`src/pvh_pkg.sv`:
```
package pvh_pkg;

  localparam int unsigned BlockWidth = 128;
  localparam int unsigned WordWidth  = 64;
  localparam int unsigned LenWidth   = 37;
  localparam int unsigned CountWidth = 5;
  localparam int unsigned BlockBytes = BlockWidth / 8;
  localparam int unsigned ProdWidth  = 2 * BlockWidth - 1;
  localparam int unsigned FoldRows   = ProdWidth - BlockWidth;

  // Item function codes
  localparam logic FUNC_ABSORB = 1'b0;
  localparam logic FUNC_FINISH = 1'b1;

  // Configuration register indexes
  localparam logic REG_KEY_LOW  = 1'b0;
  localparam logic REG_KEY_HIGH = 1'b1;

  // x^128 mod P, with P = x^128 + x^127 + x^126 + x^121 + 1
  localparam logic [BlockWidth-1:0] RED_X128 = 128'hC2000000_00000000_00000000_00000001;
  // x^-128 mod P
  localparam logic [BlockWidth-1:0] XINV = 128'h92040000_00000000_00000000_00000001;

  typedef logic [FoldRows-1:0][BlockWidth-1:0] red_table_t;

  typedef struct packed {
    logic valid;
    logic finish;
  } stage_t;

  // Row k holds x^(128+k) mod P; evaluated at elaboration only.
  function automatic red_table_t build_red_table();
    red_table_t            tbl;
    logic [BlockWidth-1:0] r;
    logic                  carry;
    r      = RED_X128;
    tbl[0] = r;
    for (int k = 1; k < int'(FoldRows); k++) begin
      carry = r[BlockWidth-1];
      r = r << 1;
      if (carry) begin
        r = r ^ RED_X128;
      end
      tbl[k] = r;
    end
    return tbl;
  endfunction

  localparam red_table_t RED_TABLE = build_red_table();

endpackage

```
`src/pvh_gf_mult.sv`:
```
module pvh_gf_mult
  import pvh_pkg::*;
(
  input  logic [BlockWidth-1:0] a,
  input  logic [BlockWidth-1:0] b,
  output logic [BlockWidth-1:0] p
);

  logic [ProdWidth-1:0]  prod;
  logic [BlockWidth-1:0] folded;

  // Carry-less product: XOR of shifted copies of a
  always_comb begin
    prod = '0;
    for (int i = 0; i < int'(BlockWidth); i++) begin
      if (b[i]) begin
        prod = prod ^ (ProdWidth'(a) << i);
      end
    end
  end

  // Fold every high coefficient back through its x^k mod P row
  always_comb begin
    folded = prod[BlockWidth-1:0];
    for (int k = 0; k < int'(FoldRows); k++) begin
      if (prod[BlockWidth+k]) begin
        folded = folded ^ RED_TABLE[k];
      end
    end
  end

  assign p = folded;

endmodule

```
`src/pvh_key_store.sv`:
```
module pvh_key_store
  import pvh_pkg::*;
(
  input  logic                  clk,
  input  logic                  rst,
  input  logic                  cfg_valid,
  output logic                  cfg_ready,
  input  logic                  cfg_index,
  input  logic [WordWidth-1:0]  cfg_data,
  output logic [BlockWidth-1:0] hkey
);

  logic [WordWidth-1:0]  key_low;
  logic [WordWidth-1:0]  key_high;
  logic [BlockWidth-1:0] key_next;
  logic [BlockWidth-1:0] hkey_next;

  assign cfg_ready = 1'b1;

  always_comb begin
    unique case (cfg_index)
      REG_KEY_LOW:  key_next = {key_high, cfg_data};
      REG_KEY_HIGH: key_next = {cfg_data, key_low};
      default:      key_next = {key_high, key_low};
    endcase
  end

  // Keep H * x^-128 ready so each item needs only one multiply
  pvh_gf_mult u_xinv_mult (
    .a (key_next),
    .b (XINV),
    .p (hkey_next)
  );

  always_ff @(posedge clk) begin
    if (rst) begin
      key_low  <= '0;
      key_high <= '0;
      hkey     <= '0;
    end else if (cfg_valid && cfg_ready) begin
      key_low  <= key_next[WordWidth-1:0];
      key_high <= key_next[BlockWidth-1:WordWidth];
      hkey     <= hkey_next;
    end
  end

endmodule

```
`config.mk`:
```
export PLATFORM = sky130hd
export DESIGN_NAME = pvh_key_store
export DESIGN_NICKNAME = d
export VERILOG_FILES = /design/src/pvh_pkg.sv /design/src/pvh_gf_mult.sv /design/src/pvh_key_store.sv
export SDC_FILE = /design/constraint.sdc
export NUM_CORES = 2
export LEC_CHECK = 0
export BUFFER_PORTS_ARGS = -buffer_cell sky130_fd_sc_hd__buf_2
export CAP_MARGIN = 20
export CELL_PAD_IN_SITES_DETAIL_PLACEMENT = 1
export CELL_PAD_IN_SITES_GLOBAL_PLACEMENT = 2
export CORE_ASPECT_RATIO = 1.25
export CORE_MARGIN = 3
export CORE_UTILIZATION = 43
export CTS_BUF_LIST = sky130_fd_sc_hd__clkbuf_4
export CTS_CLUSTER_SIZE = 16
export DETAILED_ROUTE_END_ITERATION = 6
export PLACE_DENSITY = 0.92
export SLEW_MARGIN = 25
export SYNTH_ARGS = -nofsm -noshare
export SYNTH_HDL_FRONTEND = slang
export SYNTH_SLANG_ARGS = --single-unit
```
`constraint.sdc`:
```
create_clock -name clk -period 5.9 [get_ports clk]
set_clock_uncertainty 0.15 [all_clocks]
set_input_delay 1.77 -clock clk [delete_from_list [all_inputs] [get_ports clk]]
set_output_delay 1.77 -clock clk [all_outputs]
set_load 0.005 [all_outputs]
```
==> results.md <==
Outcome:
- The run finished, with violations left.
- The final reports fail on design-rule violations, max-capacitance violations, max-slew violations, negative setup slack.

Place:
- The number of placed cells counting well taps is 5666.
- The setup slack after placement is -0.321 ns.
- Routability-driven placement finished with a final weighted congestion of 1.35.
- The number of port buffers is roughly 200.
- Detailed placement finished with a half-perimeter wire length of 190 mm.

Global routing:
- The largest net degree at the start of global routing is between 150 and 200.
- The remaining global-route overflow is 0.
- The initial antenna violation count is 36.
- The global-route wire length before repair is 353 mm.
- The total routing usage reported by global routing is 0.536.
- The number of global-route vias before repair came to 38.5k.

Drt:
- The final route contains just over 40k vias.
- In this run the top signal layer used is met5.
- The wire length on met3 is 48.4 mm.
- The detailed-routing wirelength on met1 is ~83 mm.
- The per-cell via count in the routed design is between 6 and 7.
- The post-route antenna net violation count is 0.
- The per-cell routed wire length is 46.2 um.
- For this run, design rule violations remaining after detail routing come to about 2.8k.
- In the detailed route, the total length drawn on met2 is around 100 mm.
- The initial detailed-routing violation count is 9139.
- The first detailed-routing pass ran for 7 iterations.
- Summed over all layers, the routed wires come to roughly 270 mm.

Synth:
- The synthesized design contains approximately 260 register bits.
- The post-synthesis average cell area is 9.99 um^2.
- The sequential cell area fraction in the yosys report is 0.126.
- Synthesis produced a netlist whose cell count is 4071.
- The synthesized design contains 0 enable-type register cells.
- The fraction of registers with async set or reset after synthesis is 0.
- The number of warnings printed during yosys synthesis is 0.
- The mapped netlist covers around 41000 um^2.
- The post-synthesis net count is between 4k and 5k.
- In this run, distinct cell masters in the synthesized netlist total 35.
- In the synthesized netlist the dominant register cell turns out to be sky130_fd_sc_hd__dfxtp_1.

Final layout:
- At the end of the flow the core is filled with cells to 0.509.
- In the final layout, the share of cells above drive strength 1 is 0.240.
- The top cell types in the final layout, fill and taps aside, are sky130_fd_sc_hd__xnor2_1 (1582), sky130_fd_sc_hd__xor2_1 (546), sky130_fd_sc_hd__buf_4 (480).
- The area growth from synthesis to layout is 16.8%.
- After the flow finishes, the layout carries non-filler instances totaling slightly below 6k.
- The most common library cell in the layout ignoring fill and taps is sky130_fd_sc_hd__xnor2_1.
- The number of fill cells is approximately 10k.
- The net count reported at finish is 4619.

Worst setup path:
- The category of the critical setup timing path is input port to flop.
- STA classifies the critical path startpoint as an input port.
- For this design, the slowest cell found on the critical path is sky130_fd_sc_hd__xnor2_1.
- In this run the critical register-to-register path is captured at hkey[37]$_SDFFE_PP0P_.
- The start of the worst register-to-register path is key_high[35]$_SDFFE_PP0P_.
- Traced cell by cell, the critical path runs through buf_8 -> inv_8 -> buf_4 -> mux2i_1 -> xnor2_2 -> xnor2_1 -> buf_4 -> xnor3_1 -> xnor2_2 -> xnor2_1 -> xnor3_1 -> a211oi_1.
- The number of cells on the worst reg-to-reg path is 11.
- The required time of the critical path is 6.65 ns.
- The minimum setup slack among reg-to-reg paths is roughly 0.4 ns.
- Tracing the worst setup path back leads to its startpoint at cfg_index.
- Following the worst setup path forward leads to its endpoint at hkey[37]$_SDFFE_PP0P_.
- Of all nets on the critical path, the largest fanout is 20.
- The worst setup path is captured at a flop.
- For the worst setup path, the data arrival time is 6.86 ns.
- The largest single stage delay on the critical path is roughly 1.4 ns.

STA:
- Setup repair after global routing left no endpoint under its margin.
- In the finished design, the share of the clock period the worst path needs comes to 1.04.
- The worst relative slew slack is -0.164.
- The final hold violation count was 0.
- The smallest setup slack after layout is -0.211 ns.
- The pin slew with the least headroom to its limit is ~1.7 ns.
- The post-route minimum period is between 6 and 7 ns.
- Based on the critical path, the design can be clocked at up to between 0.15 and 0.2 GHz.
- The max-slew violation total from the final report came to 9.
- Setup violations remaining at the end of the flow were counted as 2.

Floorplan:
- The floorplan die height is about 350 um.
- The die footprint is 98300 um^2.
- The count of standard-cell rows is about 130.
- The region available for standard cell placement spans between 90000 and 100000 um^2.
- In this run the horizontal extent of the chip is approximately 280 um.
- The number of top-level pins is between 150 and 200.
- For this configuration, the core starts out at a cell density of 0.435.

Clock network:
- The later-pin clock latency in the skew report is between 1 and 1.5 ns.
- The H-tree generated during clock tree synthesis spans 3 levels.
- The total clock sinks is 256.
- The CTS tree is built.
- The number of buffers inserted during clock tree synthesis is 73.
- After clock tree synthesis, the clock-pin slew on the worst setup and hold paths is 0.06 ns.
- The total of hold buffers inserted after clock tree synthesis is 0.
- The root buffer cell chosen for the clock tree is sky130_fd_sc_hd__clkbuf_4.
- In this run, post-CTS repair resized a total of 0 instances.
- Buffers added to address setup during post-CTS repair amount to 0.
- In this run the deepest clock path goes through 3 buffers.

Run:
- Across the run, the number of max-cap violations was 2.

Hold path:
- The kind of path behind the tightest hold check is flop to flop.
-- layout make-up --
class                           count  area (um^2)  share of cell area
Clock inverter                     21          125             0.00264
Antenna cell                       27         67.6             0.00142
Tap cell                         1206         1510              0.0318
Timing Repair Buffer              711         5230               0.110
Inverter                            3         18.8            0.000395
Multi-Input combinational cell   3506        34600               0.729
Clock buffer                      106          796              0.0168
Sequential cell                   256         5120               0.108
-- state kept, by name, indices dropped and copies added (netlist names) --
signal,cells
key_low,64
hkey,128
key_high,64
-- worst min path at each step --
| stage | from | to | depth (start not counted) |
|---|---|---|---|
| 5_1_grt | hkey[64]$_SDFFE_PP0P_ | hkey[64]$_SDFFE_PP0P_ | 2 |
| 6_report | hkey[91]$_SDFFE_PP0P_ | hkey[91]$_SDFFE_PP0P_ | 2 |
| 2_1_floorplan | key_low[3]$_SDFFE_PP0P_ | key_low[3]$_SDFFE_PP0P_ | 2 |
| 3_5_place_dp | hkey[95]$_SDFFE_PP0P_ | hkey[95]$_SDFFE_PP0P_ | 2 |
| 3_3_place_gp | hkey[91]$_SDFFE_PP0P_ | hkey[91]$_SDFFE_PP0P_ | 2 |
| 4_1_cts | hkey[91]$_SDFFE_PP0P_ | hkey[91]$_SDFFE_PP0P_ | 2 |
-- per-layer routing --
layer / vias up / track usage
li1: 13932 / -
met4: 64 / 0.509
met5: - / 0.226
met3: 2349 / 0.418
met1: 19599 / 0.518
met2: 4888 / 0.689
-- worst max-delay path, delay by kind of cell --
kind                      cells  cell delay [ns]
xor gates and xnor gates      6             3.39
buffers and inverters         4             0.90
muxes                         1             0.49
AOI/OAI and AO/OA             1             0.27
-- stage by stage --
step / TNS [ns] / hold WS (ns) / instance area (um^2)
after CTS: 0 / 0.334 / 46800
after global routing: 0 / 0.349 / 47400
after detailed placement: -3.70 / 0.325 / 45900
after global placement: -1.37 / 0.307 / 45900
final: -0.229 / 0.326 / 47500
after floorplan: 0 / 0.311 / 40700
-- Yosys cell counts (21+ instances only) --
cell	instances	share of area
sky130_fd_sc_hd__a211oi_1	88	0.016
sky130_fd_sc_hd__a21oi_1	113	0.014
sky130_fd_sc_hd__buf_2	60	0.0074
sky130_fd_sc_hd__buf_4	27	0.0050
sky130_fd_sc_hd__clkbuf_1	177	0.016
sky130_fd_sc_hd__dfxtp_1	256	0.13
sky130_fd_sc_hd__mux2_2	21	0.0058
sky130_fd_sc_hd__mux2i_1	277	0.068
sky130_fd_sc_hd__mux2i_2	30	0.010
sky130_fd_sc_hd__mux2i_4	21	0.012
sky130_fd_sc_hd__nand2_1	223	0.021
sky130_fd_sc_hd__nor2_1	143	0.013
sky130_fd_sc_hd__xnor2_1	1637	0.35
sky130_fd_sc_hd__xnor2_2	67	0.027
sky130_fd_sc_hd__xnor2_4	22	0.015
sky130_fd_sc_hd__xnor3_1	239	0.13
sky130_fd_sc_hd__xor2_1	551	0.12
sky130_fd_sc_hd__xor2_2	33	0.013
-- kinds of logic (layout without fill, tap and decap cells) --
logic type	count (synthesis)	after routing	share of synthesized area
other	1	28	0.0000922
multiplexers	349	349	0.0958
flip-flops	256	256	0.126
AO/OA/AOI/OAI	207	207	0.0313
AND/OR/NAND/NOR	377	377	0.0355
XOR/XNOR	2572	2572	0.673
buffers and inverters	309	841	0.0383
Power is left out: the tool's default activity adds up to more than one toggle a clock period on the data nets, which glitch-free logic cannot reach.
