### config.mk
export PLATFORM = sky130hd
export DESIGN_NAME = pvh_in_stage
export DESIGN_NICKNAME = d
export VERILOG_FILES = /design/src/pvh_pkg.sv /design/src/pvh_in_stage.sv
export SDC_FILE = /design/constraint.sdc
export NUM_CORES = 1
export LEC_CHECK = 0
export BUFFER_PORTS_ARGS = -buffer_cell sky130_fd_sc_hd__buf_2
export CAP_MARGIN = 20
export CORE_AREA = 2 2 134 136
export CTS_CLUSTER_SIZE = 24
export DETAILED_ROUTE_END_ITERATION = 8
export DIE_AREA = 0 0 136 138
export GPL_ROUTABILITY_DRIVEN = 0
export SLEW_MARGIN = 10
export SYNTH_ARGS = -nofsm -noshare
export SYNTH_HDL_FRONTEND = slang
export SYNTH_SLANG_ARGS = --single-unit
### constraint.sdc
create_clock -name clk -period 8.95 [get_ports clk]
set_clock_uncertainty 0.1 [all_clocks]
set_input_delay 0.4475 -clock clk [delete_from_list [all_inputs] [get_ports clk]]
set_output_delay 0.4475 -clock clk [all_outputs]
set_load 0.02 [all_outputs]
### src/pvh_pkg.sv
package pvh_pkg;

  localparam int unsigned BlockWidth = 128;
  localparam int unsigned WordWidth  = 64;
  localparam int unsigned LenWidth   = 37;
  localparam int unsigned CountWidth = 5;
  localparam int unsigned BlockBytes = BlockWidth / 8;
  localparam int unsigned ProdWidth  = 2 * BlockWidth - 1;
  localparam int unsigned FoldRows   = ProdWidth - BlockWidth;

  // Item function codes
  localparam logic FUNC_ABSORB = 1'b0;
  localparam logic FUNC_FINISH = 1'b1;

  // Configuration register indexes
  localparam logic REG_KEY_LOW  = 1'b0;
  localparam logic REG_KEY_HIGH = 1'b1;

  // x^128 mod P, with P = x^128 + x^127 + x^126 + x^121 + 1
  localparam logic [BlockWidth-1:0] RED_X128 = 128'hC2000000_00000000_00000000_00000001;
  // x^-128 mod P
  localparam logic [BlockWidth-1:0] XINV = 128'h92040000_00000000_00000000_00000001;

  typedef logic [FoldRows-1:0][BlockWidth-1:0] red_table_t;

  typedef struct packed {
    logic valid;
    logic finish;
  } stage_t;

  // Row k holds x^(128+k) mod P; evaluated at elaboration only.
  function automatic red_table_t build_red_table();
    red_table_t            tbl;
    logic [BlockWidth-1:0] r;
    logic                  carry;
    r      = RED_X128;
    tbl[0] = r;
    for (int k = 1; k < int'(FoldRows); k++) begin
      carry = r[BlockWidth-1];
      r = r << 1;
      if (carry) begin
        r = r ^ RED_X128;
      end
      tbl[k] = r;
    end
    return tbl;
  endfunction

  localparam red_table_t RED_TABLE = build_red_table();

endpackage

### src/pvh_in_stage.sv
module pvh_in_stage
  import pvh_pkg::*;
(
  input  logic                  clk,
  input  logic                  rst,
  input  logic                  in_valid,
  output logic                  in_stall,
  input  logic                  func,
  input  logic [WordWidth-1:0]  block_low,
  input  logic [WordWidth-1:0]  block_high,
  input  logic [CountWidth-1:0] block_bytes,
  input  logic [LenWidth-1:0]   ad_bytes,
  input  logic [LenWidth-1:0]   text_bytes,
  input  logic                  hold,
  output stage_t                ctrl,
  output logic [BlockWidth-1:0] blk
);

  localparam logic [CountWidth-1:0] FullCount = CountWidth'(BlockBytes);
  localparam int unsigned PadWidth = WordWidth - LenWidth - 3;

  logic [CountWidth-1:0] nsat;
  logic [BlockWidth-1:0] mask;
  logic [BlockWidth-1:0] blk_next;

  assign nsat = (block_bytes > FullCount) ? FullCount : block_bytes;

  always_comb begin
    for (int k = 0; k < int'(BlockBytes); k++) begin
      mask[8*k +: 8] = {8{CountWidth'(k) < nsat}};
    end
  end

  // Finish items carry the length block, lengths in bits
  always_comb begin
    unique case (func)
      FUNC_FINISH: blk_next = {{PadWidth{1'b0}}, text_bytes, 3'b000,
                               {PadWidth{1'b0}}, ad_bytes, 3'b000};
      FUNC_ABSORB: blk_next = {block_high, block_low} & mask;
      default:     blk_next = '0;
    endcase
  end

  assign in_stall = ctrl.valid && hold;

  always_ff @(posedge clk) begin
    if (rst) begin
      ctrl <= '0;
    end else if (!in_stall) begin
      ctrl.valid  <= in_valid;
      ctrl.finish <= (func == FUNC_FINISH);
    end
  end

  always_ff @(posedge clk) begin
    if (in_valid && !in_stall) begin
      blk <= blk_next;
    end
  end

endmodule

==> results_dict.tcl, run 1 <==
set metrics [dict create \
    status "complete, no violations" \
    path_max_fanout 65 \
    hold_path_class "in2reg" \
    grt_max_degree 66 \
    cellPowerDensity_mw_per_mm2 208 \
    period_minus_slack_ns 2.68 \
    utilization 0.447 \
    p_seq_frac 0.451 \
    p_switching_w 0.000384 \
    nFillCells 1690 \
    synth_compound_area_frac 0.0910 \
    post-route-drc-count 0 \
    wl_per_cell_um 17.4 \
    final_common_cell "buf_2" \
    ys_warn_count 0 \
    routed_wl_um 16200 \
    muxShareOfSynthArea 0.0564 \
    finalMaxSlewViolations 0 \
    p_clk_frac 0.409 \
    crit_path_end_kind "register" \
    fp-row-count 49 \
    synth_top_family_by_area "simple AND/OR/NAND/NOR gates" \
    clock_sinks 130 \
    synth-simple-area-share 0.108 \
    startpoint_type "register" \
    initial_core_util 0.304 \
    netlist_area_mm2 0.00532 \
    fmax_mhz 373 \
    synth_xor_area_frac 0 \
    rsz0062_at_grt "no" \
    switching_share 0.236 \
    grt_first_pass_wirelength_um 23500 \
    synth_cell_types 26 \
    core_area_mm2 0.0175 \
    synth_fa_ha_area_frac 0 \
    hpwlAfterDp_um 12400 \
    final_nets 900 \
    drive_gt1_frac 0.539 \
    multi_input_area_mm2 0.00137 \
    cts_max_path_buffers 2 \
    cts_root_buffer "clkbuf_16" \
    finalHoldViolations 0 \
    postCtsHoldBufs 0 \
    cap_violations 0 \
    relSlewSlack 0.439 \
    grt_pass1_vias 4350 \
    track_usage 0.170 \
    num_vias 4214 \
    p_comb_frac 0.140 \
    antenna_found_initial 2 \
    numCtsBuffers 17 \
    vias_per_cell 4.53 \
    setup_violations 0 \
    min_period_over_period 0.299 \
    seq_area_frac_synth 0.729 \
    tns_ns 0 \
    htreeDepth 4 \
    clk_pin_slew_ns 0.05 \
    syn_inst 338 \
    boundaryPins 343 \
    clock_latency_ns 0.40 \
    die_x_um 136 \
    gr-total-overflow 0 \
    ant_nets 0 \
    p_int_w 0.00125 \
    leakage_nw 3.58 \
    port_buffers 342 \
    drtPass1Iterations 4 \
    critPathRequiredTime_ns 8.88 \
    critPathKind "reg2reg" \
    mostFrequentLayoutCells "buf_2 (341), edfxtp_1 (128), and2_1 (54)" \
    cts_tree "yes" \
    syn_area_per_cell_um2 15.8 \
    ff_latch_area_mm2 0.00388 \
    first_iter_violations 197 \
    ys_ff_latch 130 \
    cts_resized 0 \
    syn-num-nets 550 \
    cts_setup_buffers 0 \
    area_growth_pct 47.2 \
    ir_drop_mv 0.123 \
    worst_pin_slew_ns 0.842 \
    crit_arrival_ns 2.61 \
    die_y_um 138 \
    die_area_mm2 0.0188 \
]
[cell usage after synthesis]
| master | number | area share |
|---|---|---|
| o21ai_0 | 1 | 0.00094 |
| o21ai_2 | 4 | 0.0066 |
| a21oi_1 | 5 | 0.0047 |
| a22o_1 | 45 | 0.074 |
| a21oi_2 | 1 | 0.0016 |
| edfxtp_1 | 128 | 0.72 |
| and2_0 | 1 | 0.0012 |
| nor2_1 | 37 | 0.026 |
| o21a_1 | 1 | 0.0014 |
| nor2b_1 | 4 | 0.0047 |
| nand2b_1 | 2 | 0.0023 |
| clkbuf_1 | 1 | 0.00070 |
| nand2_1 | 1 | 0.00070 |
| nor2b_2 | 1 | 0.0016 |
| buf_2 | 7 | 0.0066 |
| and2_1 | 54 | 0.063 |
| dfxtp_1 | 2 | 0.0075 |
| buf_4 | 5 | 0.0071 |
| nor2_2 | 1 | 0.0012 |
| nand3_1 | 1 | 0.00094 |
| nor3_1 | 2 | 0.0019 |
| mux2i_1 | 30 | 0.056 |
| a41oi_1 | 1 | 0.0016 |
| nor3_2 | 1 | 0.0019 |
| buf_1 | 1 | 0.00070 |
| or3_4 | 1 | 0.0021 |
[layer usage]
metal,share of wire,vias to the layer above,track usage,wire (µm)
li1,-,1985,-,-
met1,0.37,1970,0.181,5930
met2,0.52,235,0.310,8450
met3,0.092,24,0.0587,1490
met4,0.018,0,0.0598,293
met5,0,-,0,0
[power by group through the flow]
stage | Combinational, W | Sequential (W) | Clock (W)
3_3_place_gp | 0.000228 | 0.000746 | 0
4_1_cts | 0.000232 | 0.000735 | 0.000686
5_1_grt | 0.000247 | 0.000738 | 0.000716
2_1_floorplan | 0.0000649 | 0.000809 | 0
3_5_place_dp | 0.000232 | 0.000746 | 0
6_report | 0.000228 | 0.000735 | 0.000668
[cells by family after synthesis]
group                  after synthesis
AOI/OAI and AO/OA                   58
buffers and inverters               14
DFF                                130
muxes                               30
and+or+nand+nor                    106
[path summary, 6_finish.rpt]
check / endpoint / depth (start not counted) / start / slack (ns)
worst min-delay path: ctrl[1] / 2 / rst / 0.11
worst min register to register: ctrl[0] / 2 / ctrl[0] / 0.43
worst max register to register: blk[98] / 4 / ctrl[1] / 6.27
worst max-delay path: blk[98] / 4 / ctrl[1] / 6.27
[stage by stage]
stage	worst slack [ns]	hold WS [ns]	power [W]	std cells	area, µm²
2_1_floorplan	1.81	0.420	0.000874	338	5320
3_3_place_gp	6.12	0.381	0.000973	898	7270
3_5_place_dp	6.01	0.419	0.000978	898	7270
4_1_cts	6.26	0.0862	0.00165	929	7830
5_1_grt	6.08	0.0996	0.00170	930	7840
6_report	6.27	0.113	0.00163	930	7840
[area by class of cell]
type | instances | share of cell area
well taps | 229 | 0.0366
clock buffers | 23 | 0.0572
clock inverters | 8 | 0.0142
flip-flops and latches | 130 | 0.496
multi-input cells | 194 | 0.175
repair buffers | 345 | 0.222
diodes | 1 | 0.000319
[critical path, cell delays in order, from the launching register on]
cell and delay [ns]:
dfxtp_1 0.31, and2_0 0.24, nor2b_4 0.14, buf_4 0.63, buf_4 0.75
[flip-flops by register name, indices dropped and copies added, names as in the netlist]
| register | flops |
|---|---|
| ctrl | 2 |
| blk | 128 |
Note: power is estimated with default switching activity, not from simulation.
==> inputs of run 2 (changes only) <==
--- a/config.mk
+++ b/config.mk
@@ -7,10 +7,10 @@
 export LEC_CHECK = 0
 export BUFFER_PORTS_ARGS = -buffer_cell sky130_fd_sc_hd__buf_2
 export CAP_MARGIN = 20
-export CORE_AREA = 2 2 134 136
+export CORE_AREA = 2 2 133 135
 export CTS_CLUSTER_SIZE = 24
 export DETAILED_ROUTE_END_ITERATION = 8
-export DIE_AREA = 0 0 136 138
+export DIE_AREA = 0 0 135 137
 export GPL_ROUTABILITY_DRIVEN = 0
 export SLEW_MARGIN = 10
 export SYNTH_ARGS = -nofsm -noshare
==> constraint.sdc (replaced) <==
create_clock -name clk -period 2.24 [get_ports clk]
set_clock_uncertainty 0.1 [all_clocks]
set_input_delay 0.112 -clock clk [delete_from_list [all_inputs] [get_ports clk]]
set_output_delay 0.112 -clock clk [all_outputs]
set_load 0.02 [all_outputs]
==> results_dict.tcl, run 2 <==
set metrics [dict create \
    status "did not finish" \
    lastStage "4_1_cts" \
    error "[ERROR RSZ-0060] Max buffer count reached." \
    fp-row-count 48 \
    synth_cell_types 26 \
    hpwlAfterDp_um 12500 \
    synth_edf_count 128 \
    postCtsHoldBufs 186 \
    port_buffers 342 \
    die_x_um 135 \
    cts_resized 0 \
    cts_setup_buffers 0 \
    htreeDepth 4 \
    syn-num-nets 550 \
    numCtsBuffers 17 \
    pre_cts_ws_ns 0.705 \
    die_y_um 137 \
    cts_max_path_buffers 2 \
    yosysTopAreaCell "edfxtp_1" \
    cts_root_buffer "clkbuf_16" \
    boundaryPins 343 \
    syn_area_per_cell_um2 15.8 \
    yosysMostFrequentCell "edfxtp_1" \
    netlist_area_mm2 0.00532 \
    syn_inst 338 \
    synth_ff_type "edfxtp_1" \
    ys_warn_count 0 \
    ys_ff_latch 130 \
    postPlaceCellArea_mm2 0.00733 \
    seq_area_frac_synth 0.729 \
    synthTopCellsByCount "edfxtp_1 (128), and2_1 (54), a22o_1 (45)" \
    clock_sinks 130 \
    ys_async_sr_fraction 0 \
    yosysTopAreaCellShare 0.722 \
    synth_area_leaders "edfxtp_1 (72%), a22o_1 (7.4%), and2_1 (6.3%)" \
    initial_core_util 0.312 \
]
-- run 2: cell counts after synthesis --
No cell type changed its count.
-- run 2: logic make-up after synthesis --
| family | count (synthesis) | share of synthesized area |
|---|---|---|
| DFF | 130 | 0.729 |
| and+or+nand+nor | 106 | 0.108 |
| AOI/OAI and AO/OA | 58 | 0.0910 |
| muxes | 30 | 0.0564 |
| buffers and inverters | 14 | 0.0150 |
-- run 2: metrics by stage --
stage | std cells | util | hold WS (ns) | TNS, ns
3_3_place_gp | 896 | 0.430 | 0.186 | 0
2_1_floorplan | 338 | - | 0.0770 | -94.04
3_5_place_dp | 896 | 0.430 | 0.180 | 0
==> inputs of run 3 (changes only) <==
--- a/config.mk
+++ b/config.mk
@@ -8,10 +8,10 @@
 export BUFFER_PORTS_ARGS = -buffer_cell sky130_fd_sc_hd__buf_2
 export CAP_MARGIN = 20
 export CORE_AREA = 2 2 133 135
-export CTS_CLUSTER_SIZE = 24
 export DETAILED_ROUTE_END_ITERATION = 8
 export DIE_AREA = 0 0 135 137
 export GPL_ROUTABILITY_DRIVEN = 0
+export PLACE_DENSITY_LB_ADDON = 0.15
 export SLEW_MARGIN = 10
 export SYNTH_ARGS = -nofsm -noshare
 export SYNTH_HDL_FRONTEND = slang
==> constraint.sdc (replaced) <==
create_clock -name clk -period 2.9 [get_ports clk]
set_clock_uncertainty 0.1 [all_clocks]
set_input_delay 0.145 -clock clk [delete_from_list [all_inputs] [get_ports clk]]
set_output_delay 0.145 -clock clk [all_outputs]
set_load 0.02 [all_outputs]
==> results_dict.tcl, run 3 <==
set metrics [dict create \
    die_y_um 137 \
    synth_cell_types 26 \
    cts_resized 0 \
    clock_sinks 130 \
    syn_inst 338 \
    ys_ff_latch 130 \
    netlist_area_mm2 0.00532 \
    yosysMostFrequentCell "edfxtp_1" \
    yosysTopAreaCell "edfxtp_1" \
    hpwlAfterDp_um 12700 \
    die_x_um 135 \
    synth_ff_type "edfxtp_1" \
    boundaryPins 343 \
    port_buffers 342 \
    cts_setup_buffers 0 \
    status "did not finish" \
    synthTopCellsByCount "edfxtp_1 (128), and2_1 (54), a22o_1 (45)" \
    yosysTopAreaCellShare 0.722 \
    synth_area_leaders "edfxtp_1 (72%), a22o_1 (7.4%), and2_1 (6.3%)" \
    syn_area_per_cell_um2 15.8 \
    postCtsHoldBufs 186 \
    fp-row-count 48 \
    ys_async_sr_fraction 0 \
    initial_core_util 0.312 \
    error "[ERROR RSZ-0060] Max buffer count reached." \
    lastStage "4_1_cts" \
    ys_warn_count 0 \
    synth_edf_count 128 \
    cts_max_path_buffers 2 \
    placed_cells 896 \
    syn-num-nets 550 \
    seq_area_frac_synth 0.729 \
    htreeDepth 4 \
    cts_root_buffer "clkbuf_16" \
    numCtsBuffers 17 \
]
-- run 3: cell counts after synthesis --
No cell type changed its count.
-- run 3: cells by family after synthesis --
group	after synthesis	synth area share
mux	30	0.0564
buf+inv	14	0.0150
simple gates	106	0.108
compound gates	58	0.0910
flops	130	0.729
-- run 3: metrics by stage --
| step | setup WS [ns] | area [µm²] |
|---|---|---|
| after floorplan | -0.0747 | 5340 |
| after global placement | 1.01 | 7300 |
| after detailed placement | 0.918 | 7300 |
